<file path="src/hdl/rmf_pkg.sv">
// rmf_pkg: shared types of the running median filter
`timescale 1ns / 1ps

package rmf_pkg;

  localparam int SampleWidth = 16;
  localparam int FillWidth   = 4;

  typedef logic signed [SampleWidth-1:0] sample_t;
  typedef logic [FillWidth-1:0]          fill_t;

endpackage

</file>
<file path="src/hdl/rmf_in_if.sv">
// rmf_in_if: sample channel with valid/ready handshake
`timescale 1ns / 1ps

interface rmf_in_if;
  logic             valid;
  logic             ready;
  rmf_pkg::sample_t sample;

  modport source (output valid, output sample, input ready);
  modport sink (input valid, input sample, output ready);
endinterface

</file>
<file path="src/hdl/rmf_out_if.sv">
// rmf_out_if: result channel with valid/ready handshake
`timescale 1ns / 1ps

interface rmf_out_if;
  logic             valid;
  logic             ready;
  rmf_pkg::sample_t median;
  rmf_pkg::fill_t   fill_count;

  modport source (output valid, output median, output fill_count, input ready);
  modport sink (input valid, input median, input fill_count, output ready);
endinterface

</file>
<file path="src/hdl/rmf_ram.sv">
// rmf_ram: generic single write port ram with registered read
`timescale 1ns / 1ps

module rmf_ram #(
  parameter int Width = 16,
  parameter int Depth = 15
) (
  input  logic                                  clk_i,
  input  logic                                  we_i,
  input  logic [((Depth > 1) ? $clog2(Depth) : 1)-1:0] waddr_i,
  input  logic [Width-1:0]                      wdata_i,
  input  logic [((Depth > 1) ? $clog2(Depth) : 1)-1:0] raddr_i,
  output logic [Width-1:0]                      rdata_o
);

  logic [Width-1:0] mem_q [Depth];

  always_ff @(posedge clk_i) begin
    if (we_i) begin
      mem_q[waddr_i] <= wdata_i;
    end
    rdata_o <= mem_q[raddr_i];
  end

endmodule

</file>
<file path="src/hdl/running_median_filter.sv">
// running_median_filter: sliding window median over a double heap kept in two rams
//
//   channel  dir  handshake     payload
//   in_i     in   valid/ready   sample (signed 16)
//   out_o    out  valid/ready   median (signed 16), fill_count (4)
//
// an item is first written into the ring; then each heap level swapped, the compare
// that ends a sift and each child choice on the way down read two heap entries, and
// the median readout reads one entry (odd count) or two (even count)
// every heap access is a slot-map read followed by a sample-ram read (one port each)
// reset is asynchronous; the slot map reads its fill pattern until each entry is written
// a waiting result sits in the output register while the next sample is taken
`timescale 1ns / 1ps

module running_median_filter #(
  parameter int WINDOW = 15
) (
  input  logic            clk_i,
  input  logic            rst_ni,
  rmf_in_if.sink          in_i,
  rmf_out_if.source       out_o
);

  localparam int RW  = (WINDOW > 1) ? $clog2(WINDOW) : 1;
  localparam int CW  = $clog2(WINDOW + 1);
  localparam int SW  = $clog2(WINDOW + 1) + 2;
  localparam int VW  = rmf_pkg::SampleWidth;
  localparam int RMW = SW + VW;
  localparam int OFS = WINDOW / 2;

  localparam logic signed [SW-1:0] S_ZERO = '0;
  localparam logic signed [SW-1:0] S_ONE  = SW'(1);
  localparam logic signed [SW-1:0] S_MONE = -S_ONE;
  localparam logic signed [SW-1:0] OFS_S  = SW'(OFS);

  localparam logic [3:0] ST_IDLE = 4'd0;
  localparam logic [3:0] ST_INS  = 4'd1;
  localparam logic [3:0] ST_HEAD = 4'd2;
  localparam logic [3:0] ST_PREP = 4'd3;
  localparam logic [3:0] ST_FA0  = 4'd4;
  localparam logic [3:0] ST_FA1  = 4'd5;
  localparam logic [3:0] ST_FA2  = 4'd6;
  localparam logic [3:0] ST_FB0  = 4'd7;
  localparam logic [3:0] ST_FB1  = 4'd8;
  localparam logic [3:0] ST_FB2  = 4'd9;
  localparam logic [3:0] ST_EVAL = 4'd10;
  localparam logic [3:0] ST_SW2  = 4'd11;
  localparam logic [3:0] ST_FIN  = 4'd12;

  localparam logic [1:0] K_MIN_DOWN = 2'd0;
  localparam logic [1:0] K_MAX_DOWN = 2'd1;
  localparam logic [1:0] K_MIN_UP   = 2'd2;
  localparam logic [1:0] K_MAX_UP   = 2'd3;

  localparam logic [1:0] OP_CHOOSE = 2'd0;
  localparam logic [1:0] OP_SWAP   = 2'd1;
  localparam logic [1:0] OP_MED    = 2'd2;

  localparam logic [1:0] PD_NONE     = 2'd0;
  localparam logic [1:0] PD_UP_CHAIN = 2'd1;
  localparam logic [1:0] PD_THEN_MIN = 2'd2;

  function automatic logic [RW-1:0] slot_idx(input logic signed [SW-1:0] s);
    logic [SW-1:0] t;
    t = s + OFS_S;
    return t[RW-1:0];
  endfunction

  function automatic logic signed [SW-1:0] half(input logic signed [SW-1:0] s);
    logic signed [SW-1:0] t;
    t = s + SW'({1'b0, s[SW-1]});
    return t >>> 1;
  endfunction

  function automatic logic signed [SW-1:0] fill_slot(input logic [RW-1:0] k);
    logic [SW-1:0] h;
    h = (SW'(k) + SW'(1)) >> 1;
    return k[0] ? -signed'(h) : signed'(h);
  endfunction

  function automatic logic [RW-1:0] fill_ring(input logic [RW-1:0] x);
    logic signed [SW-1:0] s;
    logic signed [SW-1:0] r;
    s = signed'(SW'(x)) - OFS_S;
    if (s > S_ZERO) begin
      r = s <<< 1;
    end else if (s < S_ZERO) begin
      r = -(s <<< 1) - S_ONE;
    end else begin
      r = S_ZERO;
    end
    return r[RW-1:0];
  endfunction

  logic [3:0]             state_q, state_d;
  logic [CW-1:0]          held_q, held_d;
  logic [RW-1:0]          wp_q, wp_d;
  rmf_pkg::sample_t       samp_q, samp_d;
  logic signed [SW-1:0]   i_q, i_d, a_q, a_d, b_q, b_d;
  logic [RW-1:0]          ra_q, ra_d, rb_q, rb_d;
  rmf_pkg::sample_t       va_q, va_d, vb_q, vb_d;
  logic [1:0]             kind_q, kind_d, op_q, op_d, pend_q, pend_d;
  logic [RW-1:0]          hraddr_q;
  logic [WINDOW-1:0]      hvalid_q, hvalid_d;
  logic                   out_valid_q, out_valid_d;
  rmf_pkg::sample_t       out_med_q, out_med_d;
  rmf_pkg::fill_t         out_fill_q, out_fill_d;

  logic                   h_we, r_we;
  logic [RW-1:0]          h_waddr, h_wdata, h_raddr, h_rdata, h_eff;
  logic [RW-1:0]          r_waddr, r_raddr;
  logic [RMW-1:0]         r_wdata, r_rdata;
  logic signed [SW-1:0]   r_slot;
  rmf_pkg::sample_t       r_val;
  logic signed [SW-1:0]   held_s, cmin, cmax, p;
  logic                   fresh, lt;
  logic signed [VW:0]     sum;

  rmf_ram #(.Width(RW), .Depth(WINDOW)) u_heap_ram (
    .clk_i   (clk_i),
    .we_i    (h_we),
    .waddr_i (h_waddr),
    .wdata_i (h_wdata),
    .raddr_i (h_raddr),
    .rdata_o (h_rdata)
  );

  rmf_ram #(.Width(RMW), .Depth(WINDOW)) u_ring_ram (
    .clk_i   (clk_i),
    .we_i    (r_we),
    .waddr_i (r_waddr),
    .wdata_i (r_wdata),
    .raddr_i (r_raddr),
    .rdata_o (r_rdata)
  );

  assign h_eff  = hvalid_q[hraddr_q] ? h_rdata : fill_ring(hraddr_q);
  assign r_slot = signed'(r_rdata[RMW-1:VW]);
  assign r_val  = signed'(r_rdata[VW-1:0]);
  assign held_s = signed'(SW'(held_q));
  assign cmin   = (held_s - S_ONE) >>> 1;
  assign cmax   = held_s >>> 1;
  assign fresh  = held_q < CW'(WINDOW);
  assign p      = fresh ? fill_slot(wp_q) : r_slot;
  assign lt     = va_q < vb_q;
  assign sum    = {va_q[VW-1], va_q} + {vb_q[VW-1], vb_q};

  assign in_i.ready       = (state_q == ST_IDLE);
  assign out_o.valid      = out_valid_q;
  assign out_o.median     = out_med_q;
  assign out_o.fill_count = out_fill_q;

  always_comb begin
    state_d  = state_q;
    held_d   = held_q;
    wp_d     = wp_q;
    samp_d   = samp_q;
    i_d      = i_q;
    a_d      = a_q;
    b_d      = b_q;
    ra_d     = ra_q;
    rb_d     = rb_q;
    va_d     = va_q;
    vb_d     = vb_q;
    kind_d   = kind_q;
    op_d     = op_q;
    pend_d   = pend_q;
    hvalid_d = hvalid_q;
    out_med_d   = out_med_q;
    out_fill_d  = out_fill_q;
    out_valid_d = out_valid_q && !out_o.ready;
    h_we     = 1'b0;
    h_waddr  = '0;
    h_wdata  = '0;
    h_raddr  = slot_idx(a_q);
    r_we     = 1'b0;
    r_waddr  = '0;
    r_wdata  = '0;
    r_raddr  = wp_q;

    case (state_q)
      ST_IDLE: begin
        if (in_i.valid) begin
          samp_d  = in_i.sample;
          state_d = ST_INS;
        end
      end
      ST_INS: begin
        r_we    = 1'b1;
        r_waddr = wp_q;
        r_wdata = {p, samp_q};
        wp_d    = (wp_q == RW'(WINDOW - 1)) ? '0 : wp_q + RW'(1);
        if (fresh) begin
          held_d = held_q + CW'(1);
        end
        if (p > S_ZERO) begin
          if (!fresh && r_val < samp_q) begin
            kind_d = K_MIN_DOWN;
            i_d    = p <<< 1;
            pend_d = PD_NONE;
          end else begin
            kind_d = K_MIN_UP;
            i_d    = p;
            pend_d = PD_UP_CHAIN;
          end
        end else if (p < S_ZERO) begin
          if (!fresh && samp_q < r_val) begin
            kind_d = K_MAX_DOWN;
            i_d    = p <<< 1;
            pend_d = PD_NONE;
          end else begin
            kind_d = K_MAX_UP;
            i_d    = p;
            pend_d = PD_UP_CHAIN;
          end
        end else begin
          kind_d = K_MAX_DOWN;
          i_d    = S_MONE;
          pend_d = PD_THEN_MIN;
        end
        state_d = ST_HEAD;
      end
      ST_HEAD: begin
        state_d = ST_PREP;
        case (kind_q)
          K_MIN_DOWN: begin
            if (i_q > cmin) begin
              state_d = ST_FIN;
            end else if (i_q > S_ONE && i_q < cmin) begin
              a_d     = i_q + S_ONE;
              b_d     = i_q;
              op_d    = OP_CHOOSE;
              state_d = ST_FA0;
            end
          end
          K_MAX_DOWN: begin
            if (i_q < -cmax) begin
              state_d = ST_FIN;
            end else if (i_q < S_MONE && i_q > -cmax) begin
              a_d     = i_q;
              b_d     = i_q - S_ONE;
              op_d    = OP_CHOOSE;
              state_d = ST_FA0;
            end
          end
          K_MIN_UP: begin
            if (!(i_q > S_ZERO)) begin
              state_d = ST_FIN;
            end
          end
          default: begin
            if (!(i_q < S_ZERO)) begin
              state_d = ST_FIN;
            end
          end
        endcase
      end
      ST_PREP: begin
        if (kind_q == K_MIN_DOWN || kind_q == K_MIN_UP) begin
          a_d = i_q;
          b_d = half(i_q);
        end else begin
          a_d = half(i_q);
          b_d = i_q;
        end
        op_d    = OP_SWAP;
        state_d = ST_FA0;
      end
      ST_FA0: begin
        h_raddr = slot_idx(a_q);
        state_d = ST_FA1;
      end
      ST_FA1: begin
        ra_d    = h_eff;
        r_raddr = h_eff;
        state_d = ST_FA2;
      end
      ST_FA2: begin
        va_d    = r_val;
        state_d = (op_q == OP_MED && held_q[0]) ? ST_EVAL : ST_FB0;
      end
      ST_FB0: begin
        h_raddr = slot_idx(b_q);
        state_d = ST_FB1;
      end
      ST_FB1: begin
        rb_d    = h_eff;
        r_raddr = h_eff;
        state_d = ST_FB2;
      end
      ST_FB2: begin
        vb_d    = r_val;
        state_d = ST_EVAL;
      end
      ST_EVAL: begin
        case (op_q)
          OP_CHOOSE: begin
            if (lt) begin
              i_d = (kind_q == K_MIN_DOWN) ? a_q : b_q;
            end
            state_d = ST_PREP;
          end
          OP_SWAP: begin
            if (lt) begin
              h_we    = 1'b1;
              h_waddr = slot_idx(a_q);
              h_wdata = rb_q;
              hvalid_d[slot_idx(a_q)] = 1'b1;
              r_we    = 1'b1;
              r_waddr = rb_q;
              r_wdata = {a_q, vb_q};
              state_d = ST_SW2;
            end else begin
              state_d = ST_FIN;
            end
          end
          default: begin
            if (!out_valid_q || out_o.ready) begin
              out_valid_d = 1'b1;
              out_med_d   = held_q[0] ? va_q : sum[VW:1];
              out_fill_d  = rmf_pkg::FillWidth'(held_q);
              state_d     = ST_IDLE;
            end
          end
        endcase
      end
      ST_SW2: begin
        h_we    = 1'b1;
        h_waddr = slot_idx(b_q);
        h_wdata = ra_q;
        hvalid_d[slot_idx(b_q)] = 1'b1;
        r_we    = 1'b1;
        r_waddr = ra_q;
        r_wdata = {b_q, va_q};
        i_d     = (kind_q == K_MIN_DOWN || kind_q == K_MAX_DOWN) ? (i_q <<< 1) : half(i_q);
        state_d = ST_HEAD;
      end
      ST_FIN: begin
        pend_d = PD_NONE;
        if (pend_q == PD_UP_CHAIN && i_q == S_ZERO) begin
          kind_d  = (kind_q == K_MIN_UP) ? K_MAX_DOWN : K_MIN_DOWN;
          i_d     = (kind_q == K_MIN_UP) ? S_MONE : S_ONE;
          state_d = ST_HEAD;
        end else if (pend_q == PD_THEN_MIN) begin
          kind_d  = K_MIN_DOWN;
          i_d     = S_ONE;
          state_d = ST_HEAD;
        end else begin
          a_d     = S_ZERO;
          b_d     = S_MONE;
          op_d    = OP_MED;
          state_d = ST_FA0;
        end
      end
      default: begin
        state_d = ST_IDLE;
      end
    endcase
  end

  always_ff @(posedge clk_i or negedge rst_ni) begin
    if (!rst_ni) begin
      state_q     <= ST_IDLE;
      held_q      <= '0;
      wp_q        <= '0;
      kind_q      <= K_MIN_DOWN;
      op_q        <= OP_CHOOSE;
      pend_q      <= PD_NONE;
      hvalid_q    <= '0;
      out_valid_q <= 1'b0;
    end else begin
      state_q     <= state_d;
      held_q      <= held_d;
      wp_q        <= wp_d;
      kind_q      <= kind_d;
      op_q        <= op_d;
      pend_q      <= pend_d;
      hvalid_q    <= hvalid_d;
      out_valid_q <= out_valid_d;
    end
  end

  always_ff @(posedge clk_i) begin
    samp_q     <= samp_d;
    i_q        <= i_d;
    a_q        <= a_d;
    b_q        <= b_d;
    ra_q       <= ra_d;
    rb_q       <= rb_d;
    va_q       <= va_d;
    vb_q       <= vb_d;
    hraddr_q   <= h_raddr;
    out_med_q  <= out_med_d;
    out_fill_q <= out_fill_d;
  end

  a_held_range: assert property (@(posedge clk_i) disable iff (!rst_ni)
    held_q <= CW'(WINDOW))
    else $error("held count beyond window");

  a_wp_tracks_fill: assert property (@(posedge clk_i) disable iff (!rst_ni)
    (held_q < CW'(WINDOW)) |-> (CW'(wp_q) == held_q))
    else $error("write pointer out of step with fill count");

  a_transfer_starts_insert: assert property (@(posedge clk_i) disable iff (!rst_ni)
    (in_i.valid && in_i.ready) |=> (state_q == ST_INS))
    else $error("input transfer did not start an insert");

  a_result_held: assert property (@(posedge clk_i) disable iff (!rst_ni)
    (out_valid_q && !out_o.ready) |=> (out_valid_q && $stable(out_med_q)))
    else $error("pending result lost");

endmodule
</file>
<file path="src/flat_wrapper.sv">
// flat-port wrapper written by rule: the top's interface ports become plain ports
module running_median_filter_flat 
#(
  parameter int WINDOW = 15
)
  (clk_i, rst_ni, in_i_valid, in_i_sample, in_i_ready, out_o_valid, out_o_median, out_o_fill_count, out_o_ready);
  rmf_in_if in_i_i ();
  rmf_out_if out_o_i ();
  input  logic clk_i;
  input  logic rst_ni;
  input wire logic [$bits(in_i_i.valid)-1:0] in_i_valid;
  input wire logic [$bits(in_i_i.sample)-1:0] in_i_sample;
  output wire logic [$bits(in_i_i.ready)-1:0] in_i_ready;
  output wire logic [$bits(out_o_i.valid)-1:0] out_o_valid;
  output wire logic [$bits(out_o_i.median)-1:0] out_o_median;
  output wire logic [$bits(out_o_i.fill_count)-1:0] out_o_fill_count;
  input wire logic [$bits(out_o_i.ready)-1:0] out_o_ready;
  assign in_i_i.valid = in_i_valid;
  assign in_i_i.sample = in_i_sample;
  assign in_i_ready = in_i_i.ready;
  assign out_o_valid = out_o_i.valid;
  assign out_o_median = out_o_i.median;
  assign out_o_fill_count = out_o_i.fill_count;
  assign out_o_i.ready = out_o_ready;
  running_median_filter #(.WINDOW(WINDOW)) u_core (.clk_i(clk_i), .rst_ni(rst_ni), .in_i(in_i_i), .out_o(out_o_i));
endmodule
</file>
<file path="config.mk">
export PLATFORM = sky130hd
export DESIGN_NAME = running_median_filter_flat
export DESIGN_NICKNAME = d
export VERILOG_FILES = /design/src/hdl/rmf_pkg.sv /design/src/hdl/rmf_in_if.sv /design/src/hdl/rmf_out_if.sv /design/src/hdl/rmf_ram.sv /design/src/hdl/running_median_filter.sv /design/src/flat_wrapper.sv
export SDC_FILE = /design/constraint.sdc
export NUM_CORES = 1
export LEC_CHECK = 0
export BUFFER_PORTS_ARGS = -buffer_cell sky130_fd_sc_hd__buf_4
export CAP_MARGIN = 20
export CORE_ASPECT_RATIO = 0.9
export CORE_MARGIN = 8
export CORE_UTILIZATION = 56
export DETAILED_ROUTE_END_ITERATION = 12
export PLACE_DENSITY = 0.72
export SYNTH_ARGS = -nofsm -noshare
export SYNTH_HDL_FRONTEND = slang
export SYNTH_SLANG_ARGS = --single-unit
</file>
<file path="constraint.sdc">
create_clock -name clk_i -period 8.8 [get_ports clk_i]
set_input_delay 2.2 -clock clk_i [delete_from_list [all_inputs] [get_ports clk_i]]
set_output_delay 2.2 -clock clk_i [all_outputs]
set_load 0.05 [all_outputs]
</file>
# Word level (Yosys, flattened, before mapping)
# Memory sizes are Yosys's and may differ from the RTL's. A register that Yosys moved wholly into a read port is not among the register bits.
# Cells that the tools add are included.
totals:
  ramBits: 390
  rom_bits: 0
  out_inout_bits: 22
  word_cells: 231
  register_bits: 132
  latch_bits: 0
  memories: 2
memory_table:
  columns: ["name", "depth", "width", "read_ports", "rd_ports_with_merged_regs", "wr", "line", "rtl"]
  rows:
  - ["u_core.u_ring_ram.mem_q", 15, 22, 1, 1, 1, "rmf_ram.sv:16", "logic [Width-1:0] mem_q [Depth];"]
  - ["u_core.u_heap_ram.mem_q", 15, 4, 1, 1, 1, "rmf_ram.sv:16", null]
classes:
  reduce_logical: 34
  n_eq_ne: 32
  mul: 0
  div_mod_pow: 0
  bitwise_logic: 3
  order_cmp: 21
  add_sub_neg: 15
  muxes: 105
  shift: 0
ops:
  columns: ["operator", "count"]
  rows:
  - ["6-bit two-way mux", 27]
  - ["4-bit two-way mux", 18]
  - ["22-bit one-hot mux with 3 select lines", 1]
  - ["16-bit less-than comparator", 3]
  - ["4-bit one-hot mux with 12 select lines", 1]
  - ["22-bit two-way mux", 2]
  - ["6-bit one-hot mux with 3 select lines", 2]
  - ["15-bit two-way mux", 2]
  - ["15-bit OR", 2]
  - ["15-bit one-hot mux with 2 select lines", 1]
  - ["2-bit two-way mux", 14]
  - ["4-bit == test (second input constant)", 6]
  - ["4-bit one-hot mux with 2 select lines", 3]
  - ["4-bit one-hot mux with 3 select lines", 2]
  - ["6-bit one-hot mux with 2 select lines", 2]
  - ["6-bit one-hot mux with 4 select lines", 1]
  - ["6-bit by 1-bit less-than comparator with 1-bit output (second input constant)", 3]
  - ["16-bit by 16-bit adder with 17-bit output", 1]
  - ["4-bit by 3-bit == test with 1-bit output (second input constant)", 4]
  - ["16-bit two-way mux", 1]
  - ["4-bit by 5-bit less-than comparator with 1-bit output (second input constant)", 3]
  - ["1-bit two-way mux", 15]
  - ["6-bit by 1-bit > comparator with 1-bit output (second input constant)", 2]
  - ["3-bit two-way mux", 4]
  - ["51 further kinds", 90]

# Depth between registers and ports, before layout
# Gate-level depths: netlist (run 1).
depth:
  ltp_word: 9
  ltp_mapped: 15

# Cells and area by module
# Synthesis (run 1) repeated with hierarchy kept, for this count alone.
hier_totals:
  hier_cells: 1703
  hier_area_um2: 24666.2
by_module_without_submodules:
  columns: ["module", "instances", "cells_per_inst", "seq_area_each_um2", "area_each_um2"]
  rows:
  - ["rmf_ram at u_core.u_ring_ram", 1, 625, 10349.9, 13140.1]
  - ["running_median_filter", 1, 947, 3753.6, 8966.1]
  - ["rmf_ram at u_core.u_heap_ram", 1, 131, 1881.8, 2560.0]

# Least setup slack after synthesis (run 1)
# Ideal clock, no wire load.
synth_timing:
  kind: "register -> register"
  from: "register u_core.va_q[4]"
  to: "memory u_core.u_ring_ram.mem_q[0][0] (netlist bit) (enable)"
  path_slack_ps: 3569
  stages_incl_launch_ff: 12
  arrival_ps: 4774
  synth_period_minus_slack_ps: 5231
  required_ps: 8343
  cell_sequence: "edfxtp_1 > ha_1 > a21o_1 > a21oi_1 > o21ai_0 > a221oi_1 > mux2i_1 > and2_0 > clkbuf_1 > clkbuf_1 > a221o_1 > nor4_1"
synth_via:
  elab_chain_len: 6
  elab_cells_between_ends: 9
synth_rtl:
  columns: ["element", "line", "rtl"]
  rows:
  - ["start, declared", "running_median_filter.sv:101", "rmf_pkg::sample_t va_q, va_d, vb_q, vb_d;"]
  - ["start signal, assigned", "running_median_filter.sv:390", "va_q <= va_d;"]
  - ["16-bit less-than comparator (*)", "running_median_filter.sv:145", "assign lt = va_q < vb_q;"]
  - ["1-bit two-way mux", "running_median_filter.sv:304", "if (lt) begin"]
  - ["1-bit two-way mux", "running_median_filter.sv:296", "case (op_q)"]
  - ["1-bit one-hot mux with 2 select lines", "running_median_filter.sv:181", "case (state_q)"]
  - ["1-bit two-way mux", "rmf_ram.sv:19", "if (we_i) begin"]
  - ["1-bit two-way mux (not written as such)", "rmf_ram.sv:20", "mem_q[waddr_i] <= wdata_i;"]
  - ["end, declared", "rmf_ram.sv:16", null]
# Every way passes the cells marked *; elsewhere a longest branch is shown, timed or not.

# Worst setup path in the final report (run 1)
layout_timing:
  from: "register u_core.vb_q[4]"
  to: "memory u_core.u_ring_ram.mem_q[0][3] (netlist bit) (enable)"
layout_via:
  elab_chain_len: 6
  elab_cells_between_ends: 9
layout_rtl:
  columns: ["element", "line", "rtl"]
  rows:
  - ["start, declared", "running_median_filter.sv:101", null]
  - ["start signal, assigned", "running_median_filter.sv:391", "vb_q <= vb_d;"]
  - ["16-bit less-than comparator (*)", "running_median_filter.sv:145", null]
  - ["1-bit two-way mux", "running_median_filter.sv:304", null]
  - ["1-bit two-way mux", "running_median_filter.sv:296", null]
  - ["1-bit one-hot mux with 2 select lines", "running_median_filter.sv:181", null]
  - ["1-bit two-way mux", "rmf_ram.sv:19", null]
  - ["1-bit two-way mux (not written as such)", "rmf_ram.sv:20", null]
# Marked as above.

==> impl_metrics.env, run 1 <==
export IMPL_rows=73
export IMPL_drv_slew=0
export IMPL_core_um2=44200
export IMPL_clk_pin_slew_ns=0.06
export IMPL_ys_warnings_count=0
export IMPL_met2_usage_pct=35.4
export IMPL_drt_initial_drc_count=1904
export IMPL_synth_nets=2014
export IMPL_area_delta_synth_final_pct=11.1
export IMPL_required_ns=9.07
export IMPL_setup_tns_ns=0
export IMPL_synth_seq_area_share_pct=63.6
export IMPL_hold_viol_final=0
export IMPL_top_usage_layer="met2"
export IMPL_use_met1_pct=31.8
export IMPL_cts_buffers=54
export IMPL_status="completed"
export IMPL_ys_flop_type="edfxtp_1"
export IMPL_first_global_vias=15700
export IMPL_grt_total_usage_pct=22.4
export IMPL_p_leak_nw=10.2
export IMPL_finalClockSkew_ns=0.0196
export IMPL_dieWidth_um=239
export IMPL_cp_start_kind="flop"
export IMPL_antenna_cells=0
export IMPL_synth_area_um2=25100
export IMPL_cts_setup_buffers=0
export IMPL_wl_mm=59.4
export IMPL_dpl_hpwl_mm=37.4
export IMPL_gp_congestion=0.908
export IMPL_power_density_nw_per_um2=358
export IMPL_drc=0
export IMPL_routed_via_count=16200
export IMPL_cts_root_buffer="clkbuf_16"
export IMPL_cts_resized=0
export IMPL_grt_first_pass_wirelength_mm=91.1
export IMPL_die_height_um=217
export IMPL_firstDrtPassIters=8
export IMPL_timing_hold_ws_ns=0.460
export IMPL_cp_end_kind="flop"
export IMPL_clock_latency_ns=0.61
export IMPL_initial_core_util_pct=56.9
export IMPL_cts_hold_buffers=0
export IMPL_worstSetupPathType="reg -> reg"
export IMPL_finalSetupViolCount=0
export IMPL_place_inst=2486
export IMPL_drv_cap=0
export IMPL_relSlewSlack_pct=14.3
export IMPL_synth_cell_type_count=78
export IMPL_rsz0062_at_grt="no"
export IMPL_cts_tree="yes"
export IMPL_worstMarginPinSlew_ns=1.29
export IMPL_fin_crit_ns=5.21
export IMPL_syn_area_per_cell_um2=13.1
export IMPL_synth_edf_count=484
export IMPL_synthArstFlopShare_pct=6.20
export IMPL_grt_antenna_before_repair=0
export IMPL_die_area_um2=51900
export IMPL_post_route_util_pct=63.2
export IMPL_io_pins=42
export IMPL_final_common_cell="edfxtp_1"
export IMPL_peakVddDrop_uv=349
export IMPL_seq_area_um2=16000
export IMPL_stdcell_count=2587
export IMPL_grt_overflow_total=0
export IMPL_cts_buffer_depth=3
export IMPL_cp_arrival_ns=5.49
export IMPL_hp_class="reg -> reg"
export IMPL_synthCells=1915
export IMPL_viasPerCell=6.25
export IMPL_met3_usage_pct=4.22
export IMPL_timing_fmax_mhz=192
export IMPL_ys_seq_elements=548
export IMPL_clock_sinks=548
export IMPL_crit_fanout=22
export IMPL_post_route_period_util_pct=59.2
export IMPL_multiInputGateArea_um2=8430
export IMPL_grt_max_degree=86
export IMPL_layout_common_cells="edfxtp_1 (484), a21oi_1 (116), nand2_1 (110), mux2i_1 (109), inv_1 (95)"
export IMPL_layout_nets=2043
export IMPL_portBuffers=41
export IMPL_fillers=3355
export IMPL_h_tree_depth=2
export IMPL_drive_gt1_share_pct=12.1
export IMPL_final_antenna_net_count=0
export IMPL_wl_per_cell_um=22.9
==> cell type report <==
type,count,share of cell area (%)
Sequential cell,548,57.3
Multi-Input combinational cell,1161,30.2
Clock buffer,72,5.23
Tap cell,600,2.69
Timing Repair Buffer,82,2.26
Inverter,97,1.30
Clock inverter,27,1.05
==> flip-flops by register name, indices dropped and copies added, names as in the netlist, 4 cells and up <==
signal                     cells
u_core.state_q                 4
u_core.ra_q                    4
u_core.out_o.fill_count        4
u_core.held_q                  4
u_core.b_q                     6
u_core.hvalid_q               15
u_core.samp_q                 16
u_core.va_q                   16
u_core.rb_q                    4
u_core.i_q                     6
u_core.u_ring_ram.mem_q      330
u_core.u_ring_ram.rdata_o     22
u_core.u_heap_ram.rdata_o      4
u_core.vb_q                   16
u_core.hraddr_q                4
u_core.u_heap_ram.mem_q       60
u_core.wp_q                    4
u_core.out_o.median           16
u_core.a_q                     6
==> cell usage after synthesis, drive strengths merged (30+ instances only) <==
cell	n	area share, %
nor2b	61	1.5
a211oi	91	2.8
ha	78	3.9
buf	35	0.89
nor2	94	1.4
a21oi	117	2.3
inv	95	1.4
clkbuf	74	1.1
dfxtp	30	2.4
mux2	40	1.8
o21ai	96	1.9
dfrtp	34	3.4
edfxtp	484	58
nand2	110	1.6
mux2i	111	4.4
==> cells by family (layout without fill, tap and decap cells) <==
family,count (synthesis),after routing,share of synthesized area [%]
xor gates and xnor gates,30,30,1.05
DFF,548,548,63.6
and+or+nand+nor,406,406,7.93
muxes,160,160,7.05
adders and majority gates,80,80,4.00
AOI/OAI and AO/OA,485,485,12.9
buffers and inverters,206,278,3.44
==> path summary, 6_finish.rpt <==
| kind | start | endpoint | slack, ns | cells after the start |
|---|---|---|---|---|
| max | u_core.vb_q[4] | u_core.u_ring_ram.mem_q[0][3] | 3.59 | 13 |
| min | u_core.u_ring_ram.rdata_o[12] | u_core.vb_q[12] | 0.46 | 0 |
| max reg2reg | u_core.vb_q[4] | u_core.u_ring_ram.mem_q[0][3] | 3.59 | 13 |
| min reg2reg | u_core.u_ring_ram.rdata_o[12] | u_core.vb_q[12] | 0.46 | 0 |
| max in group asynchronous | rst_ni | u_core.hvalid_q[5] | 6.86 | 1 |
| min in group asynchronous | rst_ni | u_core.pend_q[1] | 1.56 | 1 |
==> power breakdown <==
group	switching [mW]	internal, mW	total [mW]	leakage [nW]
sequential	0.389	3.34	3.73	5.09
combinational	2.46	1.51	3.97	4.24
clock	0.970	1.32	2.29	0.843
==> metal layers <==
layer / vias to the layer above / wire [um]
li1: 7379 / -
met3: 102 / 5180
met1: 7933 / 25300
met2: 742 / 27600
met4: 0 / 1260
met5: - / 0
==> per-stage QoR <==
| step | setup WS (ns) | area, um2 | power, mW |
|---|---|---|---|
| after global placement | 3.84 | 26100 | 7.55 |
| after global routing | 3.49 | 27900 | 10.5 |
| after detailed placement | 3.66 | 26200 | 7.67 |
| after CTS | 3.63 | 27900 | 9.96 |
| after floorplan | 3.57 | 25100 | 6.61 |
| final | 3.59 | 27900 | 9.98 |
==> worst max-delay path: stages (launching register included) <==
cell and delay (ns):
edfxtp_1 0.39, inv_1 0.06, ha_1 0.38, a21o_1 0.20
a21oi_1 0.15, o21ai_0 0.16, a221oi_1 0.43, mux2i_1 0.17
buf_4 0.21, and2_1 0.45, buf_4 0.37, a221o_1 0.50
nor4_2 0.93, buf_4 0.45
(Power assumes the default switching activity.)
==> inputs of run 2 (changes only) <==
==> constraint.sdc (replaced) <==
create_clock -name clk_i -period 4.94 [get_ports clk_i]
set_input_delay 1.235 -clock clk_i [delete_from_list [all_inputs] [get_ports clk_i]]
set_output_delay 1.235 -clock clk_i [all_outputs]
set_load 0.05 [all_outputs]
==> impl_metrics.env, run 2 (same netlist as run 1, synthesis figures left out) <==
export IMPL_cp_start_kind="flop"
export IMPL_grt_antenna_before_repair=1
export IMPL_routed_via_count=16300
export IMPL_cts_setup_buffers=0
export IMPL_rows=73
export IMPL_p_leak_nw=10.3
export IMPL_status="completed"
export IMPL_placed_area_um2=26300
export IMPL_finalClockSkew_ns=0.0409
export IMPL_clock_sinks=548
export IMPL_cts_hold_buffers=0
export IMPL_seq_area_um2=16000
export IMPL_cts_resized=0
export IMPL_drive_gt1_share_pct=12.9
export IMPL_gp_congestion=0.930
export IMPL_grt_total_usage_pct=22.5
export IMPL_power_mw=18.1
export IMPL_area_delta_synth_final_pct=12.3
export IMPL_cp_arrival_ns=4.84
export IMPL_reg_largest_list="u_core.u_ring_ram.mem_q (330), u_core.u_heap_ram.mem_q (60), u_core.u_ring_ram.rdata_o (22)"
export IMPL_clock_latency_ns=0.63
export IMPL_cp_end_kind="flop"
export IMPL_cts_tree="yes"
export IMPL_drt_initial_drc_count=1857
export IMPL_drv_slew=0
export IMPL_wl_mm=59.2
export IMPL_setup_tns_ns=0
export IMPL_required_ns=5.49
export IMPL_die_area_um2=51900
export IMPL_cts_buffers=55
export IMPL_hp_class="reg -> reg"
export IMPL_die_height_um=217
export IMPL_layout_nets=2056
export IMPL_crit_fanout=52
export IMPL_h_tree_depth=2
export IMPL_relSlewSlack_pct=33.9
export IMPL_firstDrtPassIters=6
export IMPL_regMostFlops="u_core.u_ring_ram.mem_q"
export IMPL_post_route_period_util_pct=86.9
export IMPL_final_common_cell="edfxtp_1"
export IMPL_layout_common_cells="edfxtp_1 (484), a21oi_1 (116), nand2_1 (110), mux2i_1 (109), inv_1 (95)"
export IMPL_grt_overflow_total=0
export IMPL_worstSetupPathType="reg -> reg"
export IMPL_drc=0
export IMPL_io_pins=42
export IMPL_first_global_vias=15600
export IMPL_finalInstanceArea_um2=28200
export IMPL_core_um2=44200
export IMPL_fillers=3245
export IMPL_dieWidth_um=239
export IMPL_timing_fmax_mhz=233
export IMPL_finalSetupViolCount=0
export IMPL_grt_first_pass_wirelength_mm=91.1
export IMPL_final_antenna_net_count=0
export IMPL_wl_per_cell_um=22.7
export IMPL_fin_crit_ns=4.29
export IMPL_largest_reg_flops=330
export IMPL_initial_core_util_pct=56.9
export IMPL_peakVddDrop_uv=473
export IMPL_post_route_util_pct=63.9
export IMPL_worstMarginPinSlew_ns=0.990
export IMPL_rsz0062_at_grt="no"
export IMPL_grt_max_degree=107
export IMPL_viasPerCell=6.25
export IMPL_power_density_nw_per_um2=640
export IMPL_hold_viol_final=0
export IMPL_antenna_cells=0
export IMPL_clk_pin_slew_ns=0.06
export IMPL_drv_cap=0
export IMPL_portBuffers=41
export IMPL_cts_root_buffer="clkbuf_16"
export IMPL_multiInputGateArea_um2=8500
export IMPL_dpl_hpwl_mm=37.9
export IMPL_cts_buffer_depth=3
run 2: changes by cell type in the layout (fill, tap and decap cells not counted), sizes merged:
cell,change
inv,-1
clkbuf,-7
bufinv,+3
buf,+14
clkinv,+10
clkinvlp,-3
run 2: worst paths after layout:
check,start,to,slack (ns),depth (start not counted)
max,u_core.hraddr_q[0],u_core.u_ring_ram.rdata_o[20],0.65,8
min,u_core.u_ring_ram.rdata_o[9],u_core.va_q[9],0.46,0
max reg2reg,u_core.hraddr_q[0],u_core.u_ring_ram.rdata_o[20],0.65,8
min reg2reg,u_core.u_ring_ram.rdata_o[9],u_core.va_q[9],0.46,0
max in group asynchronous,rst_ni,u_core.hvalid_q[1],4.00,1
min in group asynchronous,rst_ni,u_core.hvalid_q[5],0.60,1
run 2: per-stage QoR:
stage	hold WS [ns]	worst slack, ns	cells
2_1_floorplan	0.426	-0.291	1915
6_report	0.458	0.649	2603
5_1_grt	0.481	0.497	2603
4_1_cts	0.460	0.712	2602
3_3_place_gp	0.440	0.796	2499
3_5_place_dp	0.448	0.730	2499
run 2: final cells by class:
class / count / share of cell area [%]
sequential: 548 / 56.6
clock inverter: 36 / 1.50
tap: 600 / 2.66
clock buffer: 67 / 5.14
timing repair buffer: 94 / 2.66
inverter: 97 / 1.29
multi-input combinational: 1161 / 30.1
run 2: per-layer routing:
layer | GRT usage, % | wire length (um)
met5 | 0 | 0
met4 | 5.12 | 1060
met3 | 3.49 | 4840
met2 | 35.0 | 27000
met1 | 33.3 | 26300
run 2: power by group:
group          internal, mW  switching (mW)  leakage, nW  total, mW
Sequential             5.95           0.692         5.09       6.64
Combinational          2.77            4.39         4.32       7.16
Clock                  2.52            1.75        0.916       4.27
Total                  11.2            6.83         10.3       18.1
run 2: critical path, cell delays in order (launching register included):
cell     delay [ns]
dfxtp_1        0.66
mux4_2         0.63
mux2_4         0.32
nor3_1         0.20
a211o_1        0.20
mux2_4         0.63
buf_4          0.42
and2_1         0.84
a221o_1        0.28
